### src/design/tns_pkg.sv
// Shared types and constants of the threshold network step block.
package tns_pkg;

    localparam int NEURONS_DEF = 64;
    localparam int MAX_NEURONS = 64;
    localparam int CNT_W       = 7;
    localparam int HOLD_W      = 4;
    localparam int THR_W       = 11;
    localparam int WGT_W       = 4;
    localparam int CFG_IDX_W   = 3;
    localparam int CFG_DATA_W  = 11;
    localparam int IN_DATA_W   = 80;
    localparam int OUT_DATA_W  = 80;

    typedef enum logic [1:0] {
        REQ_WRITE = 2'd0,
        REQ_START = 2'd1,
        REQ_TICK  = 2'd2,
        REQ_NONE  = 2'd3
    } req_t;

    typedef enum logic [CFG_IDX_W-1:0] {
        CFG_EXC_COUNT  = 3'd0,
        CFG_EXC_HOLD   = 3'd1,
        CFG_INH_HOLD   = 3'd2,
        CFG_THRESHOLD  = 3'd3,
        CFG_EXC_WEIGHT = 3'd4,
        CFG_INH_WEIGHT = 3'd5
    } cfg_idx_t;

    // Control from the sequencer to every lane
    typedef struct packed {
        logic clear;
        logic acc_en;
        logic exc_src;
        logic mul_en;
    } lane_ctrl_t;

endpackage

### src/design/tns_lane.sv
// One target-neuron lane: counts active in-links and decides firing.
module tns_lane
(
    input  logic                                   clk,
    input  logic                                   rst_n,
    input  tns_pkg::lane_ctrl_t                    ctrl,
    input  logic                                   link,
    input  logic [tns_pkg::WGT_W-1:0]              exc_weight,
    input  logic [tns_pkg::WGT_W-1:0]              inh_weight,
    input  logic signed [tns_pkg::THR_W-1:0]       threshold,
    output logic                                   fire
);

    localparam int PROD_W = tns_pkg::CNT_W + tns_pkg::WGT_W;

    logic [tns_pkg::CNT_W-1:0] pos_reg, pos_next;
    logic [tns_pkg::CNT_W-1:0] neg_reg, neg_next;
    logic [PROD_W-1:0]         ppos_reg;
    logic [PROD_W-1:0]         pneg_reg;
    logic signed [PROD_W+1:0]  diff;

    always_comb
    begin
        pos_next = pos_reg;
        neg_next = neg_reg;
        if (ctrl.clear)
        begin
            pos_next = '0;
            neg_next = '0;
        end
        else if (ctrl.acc_en && link)
        begin
            if (ctrl.exc_src)
                pos_next = pos_reg + 1'b1;
            else
                neg_next = neg_reg + 1'b1;
        end
    end

    always_ff @(posedge clk or negedge rst_n)
    begin
        if (!rst_n)
        begin
            pos_reg <= '0;
            neg_reg <= '0;
        end
        else
        begin
            pos_reg <= pos_next;
            neg_reg <= neg_next;
        end
    end

    always_ff @(posedge clk)
    begin
        if (ctrl.mul_en)
        begin
            ppos_reg <= PROD_W'(pos_reg) * PROD_W'(exc_weight);
            pneg_reg <= PROD_W'(neg_reg) * PROD_W'(inh_weight);
        end
    end

    assign diff = $signed({2'b00, ppos_reg}) - $signed({2'b00, pneg_reg});
    assign fire = diff >= (PROD_W+2)'(threshold);

endmodule

### config.mk
export PLATFORM = sky130hd
export DESIGN_NAME = tns_lane
export DESIGN_NICKNAME = d
export VERILOG_FILES = /design/src/design/tns_pkg.sv /design/src/design/tns_lane.sv
export SDC_FILE = /design/constraint.sdc
export NUM_CORES = 1
export LEC_CHECK = 0
export BUFFER_PORTS_ARGS = -buffer_cell sky130_fd_sc_hd__buf_2
export CAP_MARGIN = 0
export CORE_ASPECT_RATIO = 1.75
export CORE_UTILIZATION = 31
export DETAILED_ROUTE_END_ITERATION = 6
export PLACE_DENSITY = 0.52
export SETUP_SLACK_MARGIN = 0.3
export SLEW_MARGIN = 20
export SYNTH_ARGS = -nofsm -noshare
export SYNTH_HDL_FRONTEND = slang
export SYNTH_SLANG_ARGS = --single-unit
### constraint.sdc
create_clock -name clk -period 4.3 [get_ports clk]
set_clock_uncertainty 0.15 [all_clocks]
set_input_delay 1.075 -clock clk [delete_from_list [all_inputs] [get_ports clk]]
set_output_delay 1.075 -clock clk [all_outputs]
set_load 0.02 [all_outputs]
# Word level (Yosys, flattened, before mapping)
# Index checks and enable logic that the tools add are counted.
classes:
  add_sub_neg: 3
  mul: 2
  order_cmp: 1
  n_eq_ne: 1
  mux: 6
  n_reduce_logical: 5
op_table:
  columns: ["operator", "n"]
  rows:
  - ["7-bit two-way mux", 6]
  - ["7-bit by 4-bit multiplier with 11-bit output", 2]
  - ["7-bit by 1-bit adder with 7-bit output (second input constant)", 2]
  - ["12-bit by 11-bit greater-or-equal comparator with 1-bit output", 1]
  - ["11-bit by 11-bit subtractor with 12-bit output", 1]
  - ["2-bit AND reduction", 2]
  - ["2-bit nonzero test", 2]
  - ["2-bit by 1-bit != test with 1-bit output (second input constant)", 1]
  - ["1-bit logical AND", 1]
word_totals:
  reg_bits: 36
  input_bits: 26
  out_inout_bits: 1
  elab_cells: 22

# Depth between registers and ports, before layout
logic_depth:
  ltp_word: 4
  mapped_depth: 15
  ltp_nobuf: 15

# Worst setup path after synthesis
# OpenSTA, ideal clock, no wires.
synth_timing:
  path_kind: "register to output"
  startpoint: "reg ppos_reg[0]"
  endpoint: "out fire"
  arrival_time_ns: 2.766
  required_ns: 3.075
  path_slack_ns: 0.309
  path_stages_with_launch: 16
  path_buffers: 0
  cell_sequence: "edfxtp_1 > inv_1 > ha_1 > inv_1 > fa_1 > a21o_1 > a21boi_2 > inv_1 > a21oi_1 > xnor2_1 > ha_1 > a21oi_1 > nand2_1 > a221oi_1 > o21ai_0 > mux2_2"
synth_via:
  elab_chain_len: 2
synth_lines:
  columns: ["element", "line", "text"]
  rows:
  - ["from (decl)", "tns_lane.sv:18", "logic [PROD_W-1:0] ppos_reg;"]
  - ["from (signal assigned)", "tns_lane.sv:58", "ppos_reg <= PROD_W'(pos_reg) * PROD_W'(exc_weight);"]
  - ["11-bit by 11-bit subtractor with 12-bit output", "tns_lane.sv:63", "assign diff = $signed({2'b00, ppos_reg}) - $signed({2'b00, pneg_reg});"]
  - ["12-bit by 11-bit greater-or-equal comparator with 1-bit output", "tns_lane.sv:64", "assign fire = diff >= (PROD_W+2)'(threshold);"]
  - ["to (decl)", "tns_lane.sv:11", "output logic fire"]
# No other way between the ends.

# Worst setup path in the final report
# Same ends and word-level chain as after synthesis.

==> flow_summary.json <==
{
  "cts_tree": "done",
  "antenna_found_initial": 0,
  "cp-start-kind": "flip-flop",
  "maxSlewViolCount": 0,
  "cts_buffer_depth": 2,
  "ys_async_sr_fraction_pct": 38.9,
  "synth_nets": 468,
  "worstPathArrival_ps": 3150,
  "irDropWorstVdd_mv": 0.112,
  "clk_latency_ps": 280,
  "powerDensity_mw_per_mm2": 221,
  "end_kind": "output pin",
  "slew_headroom_pct": 69.9,
  "fp-row-count": 51,
  "path_delay_family": "compound AO/OA/AOI/OAI gates",
  "yosys_register_bits": 36,
  "fin_crit_ps": 4370,
  "rsz0062_at_grt": "true",
  "grt_max_degree": 23,
  "fin_area_mm2": 0.00404,
  "p_seq_share_pct": 43.2,
  "critical_path.max_fanout": 3,
  "tightestPinTransition_ps": 451,
  "synth_ff_type": "edfxtp_1",
  "yosysMostFrequentCell": "ha_1",
  "drive_gt1_share_pct": 12.5,
  "synth_area_per_cell_um2": 9.74,
  "wl_met2_mm": 3.79,
  "wl_met1_mm": 2.41,
  "route.met3.wl_um": 129,
  "diodes": 0,
  "period_share_pct": 102,
  "htree_levels": 2,
  "multi_input_area_mm2": 0.00241,
  "crit_chain": "inv_1 > ha_2 > inv_2 > fa_2 > a21o_1 > a21boi_2 > inv_1 > a21oi_2 > xnor2_1 > ha_1 > a21oi_1 > nand2_1 > a221oi_2 > o21ai_1 > mux2_4 > buf_6",
  "cts.clk_slew.worst_paths_ps": 50,
  "dieArea_mm2": 0.0120,
  "crit_required_ps": 3070,
  "p_leak_nw": 2.07,
  "netlist_area_mm2": 0.00357,
  "drv_cap": 0,
  "cts_buffers": 5,
  "drt_iter0_drc": 48,
  "dp_hpwl_mm": 5.59,
  "power_mw": 0.896,
  "synth_top_cell_by_area": "ha_1",
  "fp.dieW_um": 83.1,
  "min_path_type": "reg -> reg",
  "ys_seq_area_share_pct": 28.4,
  "finalCoreUtilization_pct": 36.2,
  "ys_warn_count": 0,
  "overflow": 0,
  "synthTopCellsByArea": "ha_1, edfxtp_1, fa_1",
  "ios": 27,
  "crit_type": "reg -> out",
  "seq_area_mm2": 0.00101,
  "p_int_mw": 0.671,
  "nets": 502,
  "via_per_inst": 4.70,
  "grt_pass1_wl_mm": 11.3,
  "setup_viol": 1,
  "synthDistinctLibCells": 37,
  "cp_slowest_cell": "edfxtp_1",
  "place_congestion": 0.764,
  "cpMostUsedCell": "inv_1",
  "coreArea_mm2": 0.0112,
  "start_util_pct": 31.9,
  "routed_wl_mm": 6.46,
  "status": "finished, violations left",
  "area_delta_synth_final_pct": 13.4,
  "die_h_um": 144,
  "num_vias": 2499,
  "worst_slack_ps": -74.5,
  "grt_usage_pct": 11.9,
  "placed_area_mm2": 0.00386,
  "critPathBufInv": 4,
  "clockRootBuffer": "clkbuf_16",
  "drt_first_pass_iters": 6,
  "drtAntennaViolNets": 0,
  "syn_inst": 366,
  "violations": "negative setup slack",
  "clock_power_share_pct": 37.4,
  "cts_sinks": 36,
  "max_stage_delay_ps": 350,
  "swShare_pct": 25.1,
  "max_freq_mhz": 229,
  "top_layer": "met4",
  "first_global_vias": 2573,
  "routedWlPerCell_um": 12.1,
  "synth_common_cells": "ha_1, inv_1, and2_1, nand2_1, nor2_1",
  "synth-edff-count": 22,
  "p_sw_mw": 0.225,
  "hold_viol": 0,
  "io_buffers": 26,
  "n_fill_cell": 1141,
  "synth_top_area_share_pct": 19.3,
  "power_frac_comb_pct": 19.4,
  "drc_errors": 0
}
-- cells by family after synthesis --
group,count (synthesis),share of synthesized area (%)
AND/OR/NAND/NOR,124,17.3
adder cells (fa/ha/maj),76,31.1
AO/OA/AOI/OAI,45,8.56
buffers and inverters,47,5.19
multiplexers,3,0.877
XOR/XNOR,35,8.60
flip-flops,36,28.4
-- power groups by stage --
stage	logic, mW	registers (mW)	clock network, mW
finish	0.173	0.387	0.335
detailed placement	0.164	0.394	0
floorplan	0.109	0.390	0
global placement	0.158	0.393	0
CTS	0.177	0.387	0.346
global route	0.198	0.388	0.358
-- placed cells by master (no fill, tap or decap), types with 2 or more instances in the layout --
cell,count
a21oi_1,13
and4_4,2
clkbuf_16,5
edfxtp_1,22
nor2_1,27
o21ai_0,4
fa_1,20
xnor2_1,18
buf_4,3
and3_1,2
nand2_1,33
buf_2,25
a21o_1,6
o21ai_1,2
nand2b_1,2
xor2_1,16
a21oi_2,2
o21bai_1,4
nand4_1,4
dfrtp_1,14
ha_1,54
inv_1,44
nand3_1,15
and2_1,36
o211ai_1,4
mux2i_1,2
-- per-layer routing --
metal | up-vias | global-route usage [%]
li1 | 1296 | -
met1 | 1163 | 10.6
met2 | 32 | 25.4
met3 | 8 | 1.95
met4 | 0 | 5.08
met5 | - | 0
-- tightest hold or removal path: stages, from the launching register on --
cell and delay (ps):
dfrtp_1 410, xor2_1 90, nor2_1 80
-- cell type report --
type                    count  share of cell area [%]
clock buffers               6                    3.19
clock inverters             1                   0.124
flip-flops and latches     36                    25.0
repair buffers             29                    3.93
multi-input cells         283                    59.5
well taps                 132                    4.08
inverters                  45                    4.18
-- through the flow --
stage | std cells | setup WS, ps | TNS (ps) | hold WS, ps
after floorplan | 366 | 309 | 0 | 394
after global placement | 524 | 91.5 | 0 | 446
after detailed placement | 524 | 43.6 | 0 | 460
after CTS | 532 | -115 | -115 | 480
after global routing | 532 | -264 | -264 | 528
final | 532 | -74.5 | -74.5 | 471
-- worst paths after layout --
kind / startpoint / end / slack (ps) / cells past startpoint
hold / removal: pos_reg[6] / pos_reg[6] / 470 / 2
max in group asynchronous: rst_n / pos_reg[2] / 3210 / 1
min in group asynchronous: rst_n / neg_reg[6] / 540 / 1
hold reg to reg: pos_reg[6] / pos_reg[6] / 470 / 2
setup reg to reg: pos_reg[2] / ppos_reg[9] / 920 / 9
setup / recovery: ppos_reg[0] / fire / -70 / 16
-- timing repair --
| item | 4_1_cts | 5_1_grt |
|---|---|---|
| setup buffers | 1 | 0 |
| endpoints found under the setup margin | 1 | 2 |
| gates resized for setup | 11 | 2 |
| pin swaps | 18 | 3 |
| hold buffers | 0 | 0 |
Note: power is estimated with default switching activity, not from simulation.
