## config.mk

```make
export PLATFORM = sky130hd
export DESIGN_NAME = tns_merge
export DESIGN_NICKNAME = d
export VERILOG_FILES = /design/src/design/tns_pkg.sv /design/src/design/tns_merge.sv
export SDC_FILE = /design/constraint.sdc
export NUM_CORES = 1
export LEC_CHECK = 0
export ABC_CLOCK_PERIOD_IN_PS = 14400
export BUFFER_PORTS_ARGS = -buffer_cell sky130_fd_sc_hd__buf_4
export CAP_MARGIN = 20
export CELL_PAD_IN_SITES_DETAIL_PLACEMENT = 0
export CELL_PAD_IN_SITES_GLOBAL_PLACEMENT = 1
export CORE_MARGIN = 2
export CORE_UTILIZATION = 40
export CTS_BUF_LIST = sky130_fd_sc_hd__clkbuf_16
export DETAILED_ROUTE_END_ITERATION = 16
export PLACE_DENSITY = 0.74
export SLEW_MARGIN = 10
export SYNTH_ARGS = -nofsm -noshare
export SYNTH_HDL_FRONTEND = slang
export SYNTH_SLANG_ARGS = --single-unit
```

## constraint.sdc

```tcl
create_clock -name clk -period 14.4 [get_ports clk]
set_input_delay 0 -clock clk [delete_from_list [all_inputs] [get_ports clk]]
set_output_delay 0 -clock clk [all_outputs]
set_load 0.05 [all_outputs]
```

## src/design/tns_pkg.sv

```systemverilog
// Shared types and constants of the threshold network step block.
package tns_pkg;

    localparam int NEURONS_DEF = 64;
    localparam int MAX_NEURONS = 64;
    localparam int CNT_W       = 7;
    localparam int HOLD_W      = 4;
    localparam int THR_W       = 11;
    localparam int WGT_W       = 4;
    localparam int CFG_IDX_W   = 3;
    localparam int CFG_DATA_W  = 11;
    localparam int IN_DATA_W   = 80;
    localparam int OUT_DATA_W  = 80;

    typedef enum logic [1:0] {
        REQ_WRITE = 2'd0,
        REQ_START = 2'd1,
        REQ_TICK  = 2'd2,
        REQ_NONE  = 2'd3
    } req_t;

    typedef enum logic [CFG_IDX_W-1:0] {
        CFG_EXC_COUNT  = 3'd0,
        CFG_EXC_HOLD   = 3'd1,
        CFG_INH_HOLD   = 3'd2,
        CFG_THRESHOLD  = 3'd3,
        CFG_EXC_WEIGHT = 3'd4,
        CFG_INH_WEIGHT = 3'd5
    } cfg_idx_t;

    // Control from the sequencer to every lane
    typedef struct packed {
        logic clear;
        logic acc_en;
        logic exc_src;
        logic mul_en;
    } lane_ctrl_t;

endpackage

```

## src/design/tns_merge.sv

```systemverilog
// Two-stage population count of excitatory and inhibitory active neurons.
module tns_merge #(
    parameter int NEURONS = tns_pkg::NEURONS_DEF
)
(
    input  logic                          clk,
    input  logic                          load,
    input  logic [NEURONS-1:0]            active,
    input  logic [tns_pkg::CNT_W-1:0]     exc_limit,
    output logic [tns_pkg::CNT_W-1:0]     exc_count,
    output logic [tns_pkg::CNT_W-1:0]     inh_count
);

    localparam int GROUPS = (NEURONS + 7) / 8;

    logic [GROUPS*8-1:0] act_pad;
    logic [GROUPS*8-1:0] exc_sel;
    logic [3:0]          eg_reg [GROUPS];
    logic [3:0]          ig_reg [GROUPS];

    always_comb
    begin
        act_pad = '0;
        act_pad[NEURONS-1:0] = active;
        for (int i = 0; i < GROUPS * 8; i++)
            exc_sel[i] = (tns_pkg::CNT_W'(i) < exc_limit);
    end

    // Count each group of eight
    always_ff @(posedge clk)
    begin
        if (load)
        begin
            for (int g = 0; g < GROUPS; g++)
            begin
                logic [3:0] e;
                logic [3:0] n;
                e = '0;
                n = '0;
                for (int b = 0; b < 8; b++)
                begin
                    if (act_pad[g*8+b] && exc_sel[g*8+b])
                        e = e + 1'b1;
                    if (act_pad[g*8+b] && !exc_sel[g*8+b])
                        n = n + 1'b1;
                end
                eg_reg[g] <= e;
                ig_reg[g] <= n;
            end
        end
    end

    always_comb
    begin
        exc_count = '0;
        inh_count = '0;
        for (int g = 0; g < GROUPS; g++)
        begin
            exc_count = exc_count + tns_pkg::CNT_W'(eg_reg[g]);
            inh_count = inh_count + tns_pkg::CNT_W'(ig_reg[g]);
        end
    end

endmodule

```

## Yosys cells after proc, flatten, opt, wreduce, memory -nomap -nowiden

Memories as Yosys holds them, arrays and structs flattened.
Cells that the tools add are included.

- Latch bits: 0
- Flip-flop bits (word level): 0
- RAM bits: 64
- Memory bits (read-only): 0
- Output and inout port bits: 14
- Memories: 2

Memories:

| name | depth | width | read ports | clocked after Yosys merged registers in | write ports | line | text |
|---|---|---|---|---|---|---|---|
| eg_reg | 8 | 4 | 8 | 0 | 8 | tns_merge.sv:18 | `logic [3:0] eg_reg [GROUPS];` |
| ig_reg | 8 | 4 | 8 | 0 | 8 | tns_merge.sv:19 | `logic [3:0] ig_reg [GROUPS];` |

- Shift-type cells: 0
- Bitwise gates (word level): 0
- $add $sub $neg: 126
- Reductions and logical operators: 192
- Multipliers: 0
- $lt $le $gt $ge: 64
- Eq/ne operators: 0
- Mux-type cells: 258
- Div/mod/pow operators: 0

Operator list:

| kind | count |
|---|---|
| 4-bit two-way mux | 240 |
| 4-bit by 1-bit adder with 4-bit output, second input constant | 112 |
| 6-bit by 7-bit less-than comparator with 1-bit output, first input constant | 32 |
| 1-bit logical AND | 128 |
| 5-bit by 7-bit less-than comparator with 1-bit output, first input constant | 16 |
| 1-bit zero test | 64 |
| 7-bit by 4-bit adder with 7-bit output | 8 |
| 4-bit by 7-bit less-than comparator with 1-bit output, first input constant | 8 |
| 3-bit by 7-bit less-than comparator with 1-bit output, first input constant | 4 |
| 1-bit two-way mux | 18 |
| 6-bit by 4-bit adder with 7-bit output | 2 |
| 1-bit by 7-bit less-than comparator with 1-bit output, first input constant | 2 |
| 2-bit by 7-bit less-than comparator with 1-bit output, first input constant | 2 |
| 5-bit by 4-bit adder with 6-bit output | 2 |
| 4-bit by 4-bit adder with 5-bit output | 2 |

## Logic depth before layout (Yosys ltp)

Gate-level depths: netlist of the first run.

- Depth after elaboration: 26
- Mapped depth: 27
- Depth with buffers taken out: 23

## Least setup slack after synthesis of the first run

OpenSTA, ideal clock, no wires.

- Path type: in2reg
- Start point: in exc_limit[5] in the netlist's numbering
- End point: mem eg_reg[3][1] (netlist: eg_reg[0][13]) (data pin)
- Arrival: 4.784 ns
- Buffers on the path: 5
- Data required time: 14.140 ns
- Slack: 9.356 ns
- Cell stages on the path: 22
- Setup time: 0.260 ns
- Path through: buf_6 -> nor2_1 -> buf_2 -> clkbuf_1 -> clkbuf_1 -> o21ai_0 -> and2_1 -> ha_1 -> clkbuf_1 -> and4b_1 -> a32oi_1 -> nand2_1 -> xnor2_1 -> ha_1 -> xnor3_1 -> and3_1 -> a211oi_1 -> inv_1 -> ha_1 -> o21a_1 -> ha_1 -> mux2_2

RTL lines:

| element | line | text |
|---|---|---|
| start: declaration | tns_merge.sv:9 | `input logic [tns_pkg::CNT_W-1:0] exc_limit,` |
| end: declaration | tns_merge.sv:18 |  |

==> qor.yml, run 1 <==
syn_area_sq_um: 14000
period_share_pct: 34.5
cts_resized: 0
cts_tree: "done"
grt_max_degree: 65
grt.overflow.total: 0
final_antenna_net_count: 0
worst_pin_slew_ns: 0.896
synth_nets: 1958
cp.required_ns: 14.47
synth_top_area_cell: "edfxtp_1"
place_hpwl_mm: 30.2
slew-limit-headroom_pct: 39.9
rows: 68
antenna_cells: 0
rsz0062_at_grt: "no"
setup_viol: 0
synth_seq_cells: 64
hold_depth: 3
vdd_drop_max_mv: 1.65
seq_area_frac_synth_pct: 13.7
async_flop_share_pct: 0
io_buffers: 86
die_area_sq_um: 36500
grt_pass1_wl_mm: 58.5
gp_routability_congestion: 0.875
setup_tns_ns: 0
cpPeakStageDelay_ns: 0.90
drt_iter0_markers: 875
path_common_cell: "ha_1"
root_buffer: "clkbuf_16"
dr_total_vias: 12000
die_w_um: 191
hp-class: "primary input to flip-flop"
wl_per_cell_um: 16.8
grt_pass1_vias: 11300
worst-setup-path-type: "primary input to flip-flop"
ys_top_cells_by_area: "edfxtp_1, ha_1, xnor2_1, fa_1, xor2_1"
drive_above_1_share_pct: 11.8
track_usage_pct: 20.1
synth.distinct_cells: 109
cpMaxStageDelayCell: "or4_1"
maxCapViolCount: 0
die_h_um: 191
nFillCells: 3458
fin_cells: 2190
status: "finished clean"
ys.flop_type: "edfxtp_1"
drcViolationCount: 0
min_period_ns: 4.97
yosys_warnings: 0
final_max_slew_viol_count: 0
startpoint_type: "primary input"
cts-htree-levels: 3
clockBufferDepth: 2
worstPathMaxFanout: 39
cts_made_buffers: 9
post_cts_buffers: 0
area_growth_pct: 8.37
cts_hold_buf: 0
antenna_found_initial: 1
nets: 1993
initial_core_util_pct: 40.6
core_area_sq_um: 34500
synth_edf_count: 64
max_freq_mhz: 201
pin_count: 87
hold_start: "active[39]"
wirelength_mm: 36.7
total_power_w: 0.00314
p_per_area_nw_per_um2: 207
path_cells: "buf_4 > or4_1 > o21ai_0 > inv_1 > ha_1 > xnor2_1 > ha_1 > mux2i_1 > inv_1 > ha_1 > nor2_1 > a21oi_1 > ha_1 > mux2_2 > ha_1 > mux2_2 > ha_1 > mux2_2"
critPathCaptureType: "flip-flop"
synth_top_area_share_pct: 13.7
dr.pass1.iters: 5
hold_viol: 0
avgSynthCellArea_sq_um: 8.24
path_clk_slew_ns: 0.05
cp.arrival_ns: 5.04
dp.cells: 2175
hold_end: "eg_reg[1][2]$_DFFE_PP_"
synthCells: 1696
p_leak_nw: 6.47
clock-sinks: 64
viasPerCell: 5.47
layer usage:
layer	GRT usage [%]	up-vias	wire [um]
met5	0	-	0
met4	3.85	0	529
met3	1.56	34	1560
met2	34.0	262	17000
met1	28.0	5628	17600
li1	-	6050	-
cell families (layout without fill, tap and decap cells):
kind of cell / Yosys count / after routing / synth area share, %
compound gates: 349 / 349 / 17.9
xor+xnor: 233 / 233 / 16.4
fa+ha+maj: 189 / 189 / 19.4
buf+inv: 224 / 263 / 6.85
flops: 64 / 64 / 13.7
mux: 56 / 56 / 4.36
simple gates: 581 / 581 / 21.3
synth_stat cells, types with 8 or more instances:
cell	number
ha_1	143
nor3_1	20
nand4_1	21
mux2i_1	26
nor2_1	102
o22ai_1	9
nand2b_1	21
a31oi_1	13
nand3_1	75
nor2b_1	28
xor2_1	76
or3_1	13
o221ai_1	8
clkbuf_1	26
and3_1	31
xnor2_1	136
mux2_2	29
buf_2	24
o21ai_1	9
nand2_1	169
o31ai_1	11
and2_1	34
o21ai_0	68
edfxtp_1	64
o211ai_1	26
or2_2	11
o2111ai_1	10
inv_1	157
buf_6	8
o211a_1	8
fa_1	46
a21o_1	11
a21oi_1	79
power breakdown:
group | switching, W | internal, W | leakage, nW | total (W)
Clock | 0.0000727 | 0.000132 | 0.141 | 0.000205
Sequential | 0.0000205 | 0.000262 | 0.617 | 0.000283
Combinational | 0.00173 | 0.000924 | 5.71 | 0.00265
Total | 0.00182 | 0.00132 | 6.47 | 0.00314
worst max path at each step:
stage,startpoint,end
floorplan,exc_limit[5],eg_reg[0][13]$_DFFE_PP_
global placement,exc_limit[2],eg_reg[1][3]$_DFFE_PP_
detailed placement,exc_limit[2],eg_reg[1][3]$_DFFE_PP_
CTS,exc_limit[2],eg_reg[1][3]$_DFFE_PP_
global route,exc_limit[5],eg_reg[1][3]$_DFFE_PP_
finish,exc_limit[3],eg_reg[0][1]$_DFFE_PP_
stage by stage:
step / instance area (sq um) / hold slack [ns] / worst slack [ns] / utilization (%)
after floorplan: 14000 / 0.112 / 9.36 / -
after global placement: 14900 / 0.444 / 9.17 / 43.1
after detailed placement: 14900 / 0.438 / 9.10 / 43.1
after CTS: 15200 / 0.105 / 9.43 / 44.0
after global routing: 15200 / 0.100 / 8.96 / 44.0
final: 15200 / 0.106 / 9.43 / 44.0
layout make-up:
| class | count | area, sq um | share of cell area, % |
|---|---|---|---|
| well taps | 455 | 569 | 3.76 |
| repair buffers | 90 | 676 | 4.46 |
| flip-flops and latches | 64 | 1920 | 12.7 |
| clock inverters | 6 | 61.3 | 0.405 |
| multi-input cells | 1408 | 11100 | 73.3 |
| clock buffers | 9 | 225 | 1.49 |
| inverters | 158 | 593 | 3.91 |
critical path: cells and delay by family:
kind                       cells  cell delay [ns]
AOI/OAI and AO/OA              2             0.61
xor gates and xnor gates       1             0.32
and+or+nand+nor                2             0.94
adders and majority gates      6             1.73
buffers and inverters          3             0.39
muxes                          4             1.01
cells in the final DEF (no fill, tap or decap), drive strengths merged, types with 6 or more instances in the layout:
cell type / n
a211oi: 8
a21boi: 7
a21o: 11
a21oi: 85
a31oi: 13
and2: 37
and3: 31
buf: 90
clkbuf: 9
edfxtp: 64
fa: 46
ha: 143
inv: 158
mux2: 29
mux2i: 26
nand2: 169
nand2b: 21
nand3: 76
nand3b: 6
nand4: 21
nand4b: 7
nor2: 103
nor2b: 29
nor3: 23
nor3b: 7
nor4: 7
o2111ai: 10
o211a: 8
o211ai: 30
o21a: 7
o21ai: 80
o221ai: 9
o22ai: 9
o31ai: 15
or2: 13
or3: 13
xnor2: 144
xnor3: 9
xor2: 78
Power figures use the tool's default switching activity.
==> run 2, diff against run 1 <==
- ABC_CLOCK_PERIOD_IN_PS: 14400 -> 4400
- PLACE_DENSITY: 0.74 -> 0.77
- clock period: 14.4 -> 4.4 ns (I/O delays scaled with it)
==> qor.yml, run 2 (synthesized netlist as in run 1, its figures left out) <==
multi_input_area_sq_um: 11200  # was 11100 sq um
critPathCaptureType: "flip-flop"  # unchanged
worst-setup-path-type: "primary input to flip-flop"  # unchanged
grt_max_degree: 65  # unchanged
final_antenna_net_count: 0  # unchanged
nFillCells: 3416  # was 3458
final_common_cell: "buf_4"  # was nand2_1
p_leak_nw: 7.21  # was 6.47 nW
cts_hold_buf: 0  # unchanged
cts_made_buffers: 9  # unchanged
cpPeakStageDelay_ns: 0.46  # was 0.90 ns
viasPerCell: 5.37  # was 5.47
status: "finished clean"  # unchanged
cp.depth: 19  # was 18
layout_common_cells: "buf_4, nand2_1, inv_1"  # was nand2_1, inv_1, ha_1
slew-limit-headroom_pct: 42.2  # was 39.9%
hold_depth: 3  # unchanged
io_buffers: 86  # unchanged
setup_viol: 0  # unchanged
hold_slack_ns: 0.0933  # was 0.106 ns
die_w_um: 191  # unchanged
die_h_um: 191  # unchanged
clockBufferDepth: 2  # unchanged
root_buffer: "clkbuf_16"  # unchanged
drive_above_1_share_pct: 19.3  # was 11.8%
startpoint_type: "primary input"  # unchanged
cts_tree: "done"  # unchanged
worst_pin_slew_ns: 0.867  # was 0.896 ns
grt_pass1_vias: 12300  # was 11300
drt_iter0_markers: 662  # was 875
track_usage_pct: 21.3  # was 20.1%
cp.arrival_ns: 4.26  # was 5.04 ns
p_per_area_nw_per_um2: 651  # was 207 nW/um^2
grt_pass1_wl_mm: 62.2  # was 58.5 mm
grt.overflow.total: 0  # unchanged
hold_viol: 0  # unchanged
place_hpwl_mm: 32.2  # was 30.2 mm
dr.pass1.iters: 5  # unchanged
worstPathMaxFanout: 10  # was 39
antenna_cells: 0  # unchanged
min_period_ns: 4.16
hp-class: "primary input to flip-flop"  # unchanged
drcViolationCount: 0  # unchanged
wl_per_cell_um: 16.4  # was 16.8 um
total_power_w: 0.0107  # was 0.00314 W
antenna_found_initial: 0  # was 1
post_cts_buffers: 0  # unchanged
cts_resized: 0  # unchanged
cpMaxStageDelayCell: "or4_1"  # unchanged
maxCapViolCount: 0  # unchanged
initial_core_util_pct: 40.6  # unchanged
die_area_sq_um: 36500  # unchanged
dr_total_vias: 12600  # was 12000
path_cells: "buf_4 > buf_4 > or4_1 > o21ai_1 > inv_1 > ha_4 > xnor2_4 > ha_1 > mux2i_1 > inv_1 > ha_1 > nor2_1 > a21oi_2 > ha_1 > mux2_2 > ha_1 > mux2_2 > ha_1 > mux2_2"  # was buf_4 > or4_1 > o21ai_0 > inv_1 > ha_1 > xnor2_1 > ha_1 > mux2i_1 > inv_1 > ha_1 > nor2_1 > a21oi_1 > ha_1 > mux2_2 > ha_1 > mux2_2 > ha_1 > mux2_2
hold_end: "eg_reg[1][2]$_DFFE_PP_"  # unchanged
cp.required_ns: 4.50  # was 14.47 ns
pin_count: 87  # unchanged
path_common_cell: "ha_1"  # unchanged
vdd_drop_max_mv: 3.63  # was 1.65 mV
core_area_sq_um: 34500  # unchanged
max_freq_mhz: 240
rsz0062_at_grt: "yes"  # was no
gp_routability_congestion: 0.881  # was 0.875
final_max_slew_viol_count: 0  # unchanged
wirelength_mm: 38.4  # was 36.7 mm
nets: 2140  # was 1993
path_clk_slew_ns: 0.06  # was 0.05 ns
seqCellArea_sq_um: 1920  # unchanged
period_share_pct: 94.5
area_growth_pct: 17.4  # was 8.37%
cp_top_family: "adder cells"  # unchanged
cts-htree-levels: 3  # unchanged
rows: 68  # unchanged
clock-sinks: 64  # unchanged
path_buf_inv: 4  # was 3
hold_start: "active[39]"  # unchanged
run 2: changes by cell type in the layout (fill, tap and decap cells not counted), moves of 2 or more:
cell and delta:
ha_1 -4, o21ai_1 +2, xnor2_1 -3, xnor2_2 +2, clkinv_2 -3, nor2_4 +2
buf_4 +146, ha_4 +3, o21ai_0 -2
run 2: stage by stage:
| stage | TNS, ns | util [%] | instances | cell area, sq um | worst slack [ns] |
|---|---|---|---|---|---|
| CTS | 0 | 47.6 | 2338 | 16400 | 0.256 |
| detailed placement | -0.151 | 46.7 | 2322 | 16100 | -0.0722 |
| floorplan | -0.0109 | - | 1696 | 14100 | -0.0109 |
| global route | -0.0126 | 47.6 | 2338 | 16400 | -0.0126 |
| global placement | 0 | 46.7 | 2322 | 16100 | 0.0308 |
| finish | 0 | 47.6 | 2338 | 16400 | 0.241 |
run 2: layout make-up:
type	instances	area share [%]
Clock buffer	9	1.37
Clock inverter	7	0.587
Inverter	158	3.61
Multi-Input combinational cell	1408	68.3
Sequential cell	64	11.7
Tap cell	455	3.47
Timing Repair Buffer	237	10.9
run 2: worst min-delay path, cell delays in order:
cell and delay, ns:
buf_4 0.11, nand3_1 0.08, xnor2_1 0.13
run 2: routing by layer:
layer | up-vias | share of wire, % | global-route usage [%]
met3 | 53 | 4.1 | 2.53
met4 | 0 | 2.2 | 5.72
met5 | - | 0 | 0
met2 | 242 | 47 | 36.7
met1 | 5927 | 46 | 28.2
li1 | 6336 | - | -
run 2: power breakdown:
part           switching (W)  internal [W]
logic                0.00576       0.00323
clock network       0.000272      0.000495
registers          0.0000723      0.000858
total                0.00610       0.00459
run 2: worst max-delay path by stage:
| stage | from | to | slack [ns] |
|---|---|---|---|
| global route | exc_limit[3] | ig_reg[0][3]$_DFFE_PP_ | -0.01 |
| global placement | exc_limit[6] | ig_reg[1][11]$_DFFE_PP_ | 0.03 |
| CTS | ig_reg[1][2]$_DFFE_PP_ | inh_count[6] | 0.26 |
| detailed placement | exc_limit[6] | eg_reg[0][1]$_DFFE_PP_ | -0.07 |
| finish | exc_limit[6] | eg_reg[0][1]$_DFFE_PP_ | 0.24 |
| floorplan | exc_limit[5] | eg_reg[0][13]$_DFFE_PP_ | -0.01 |
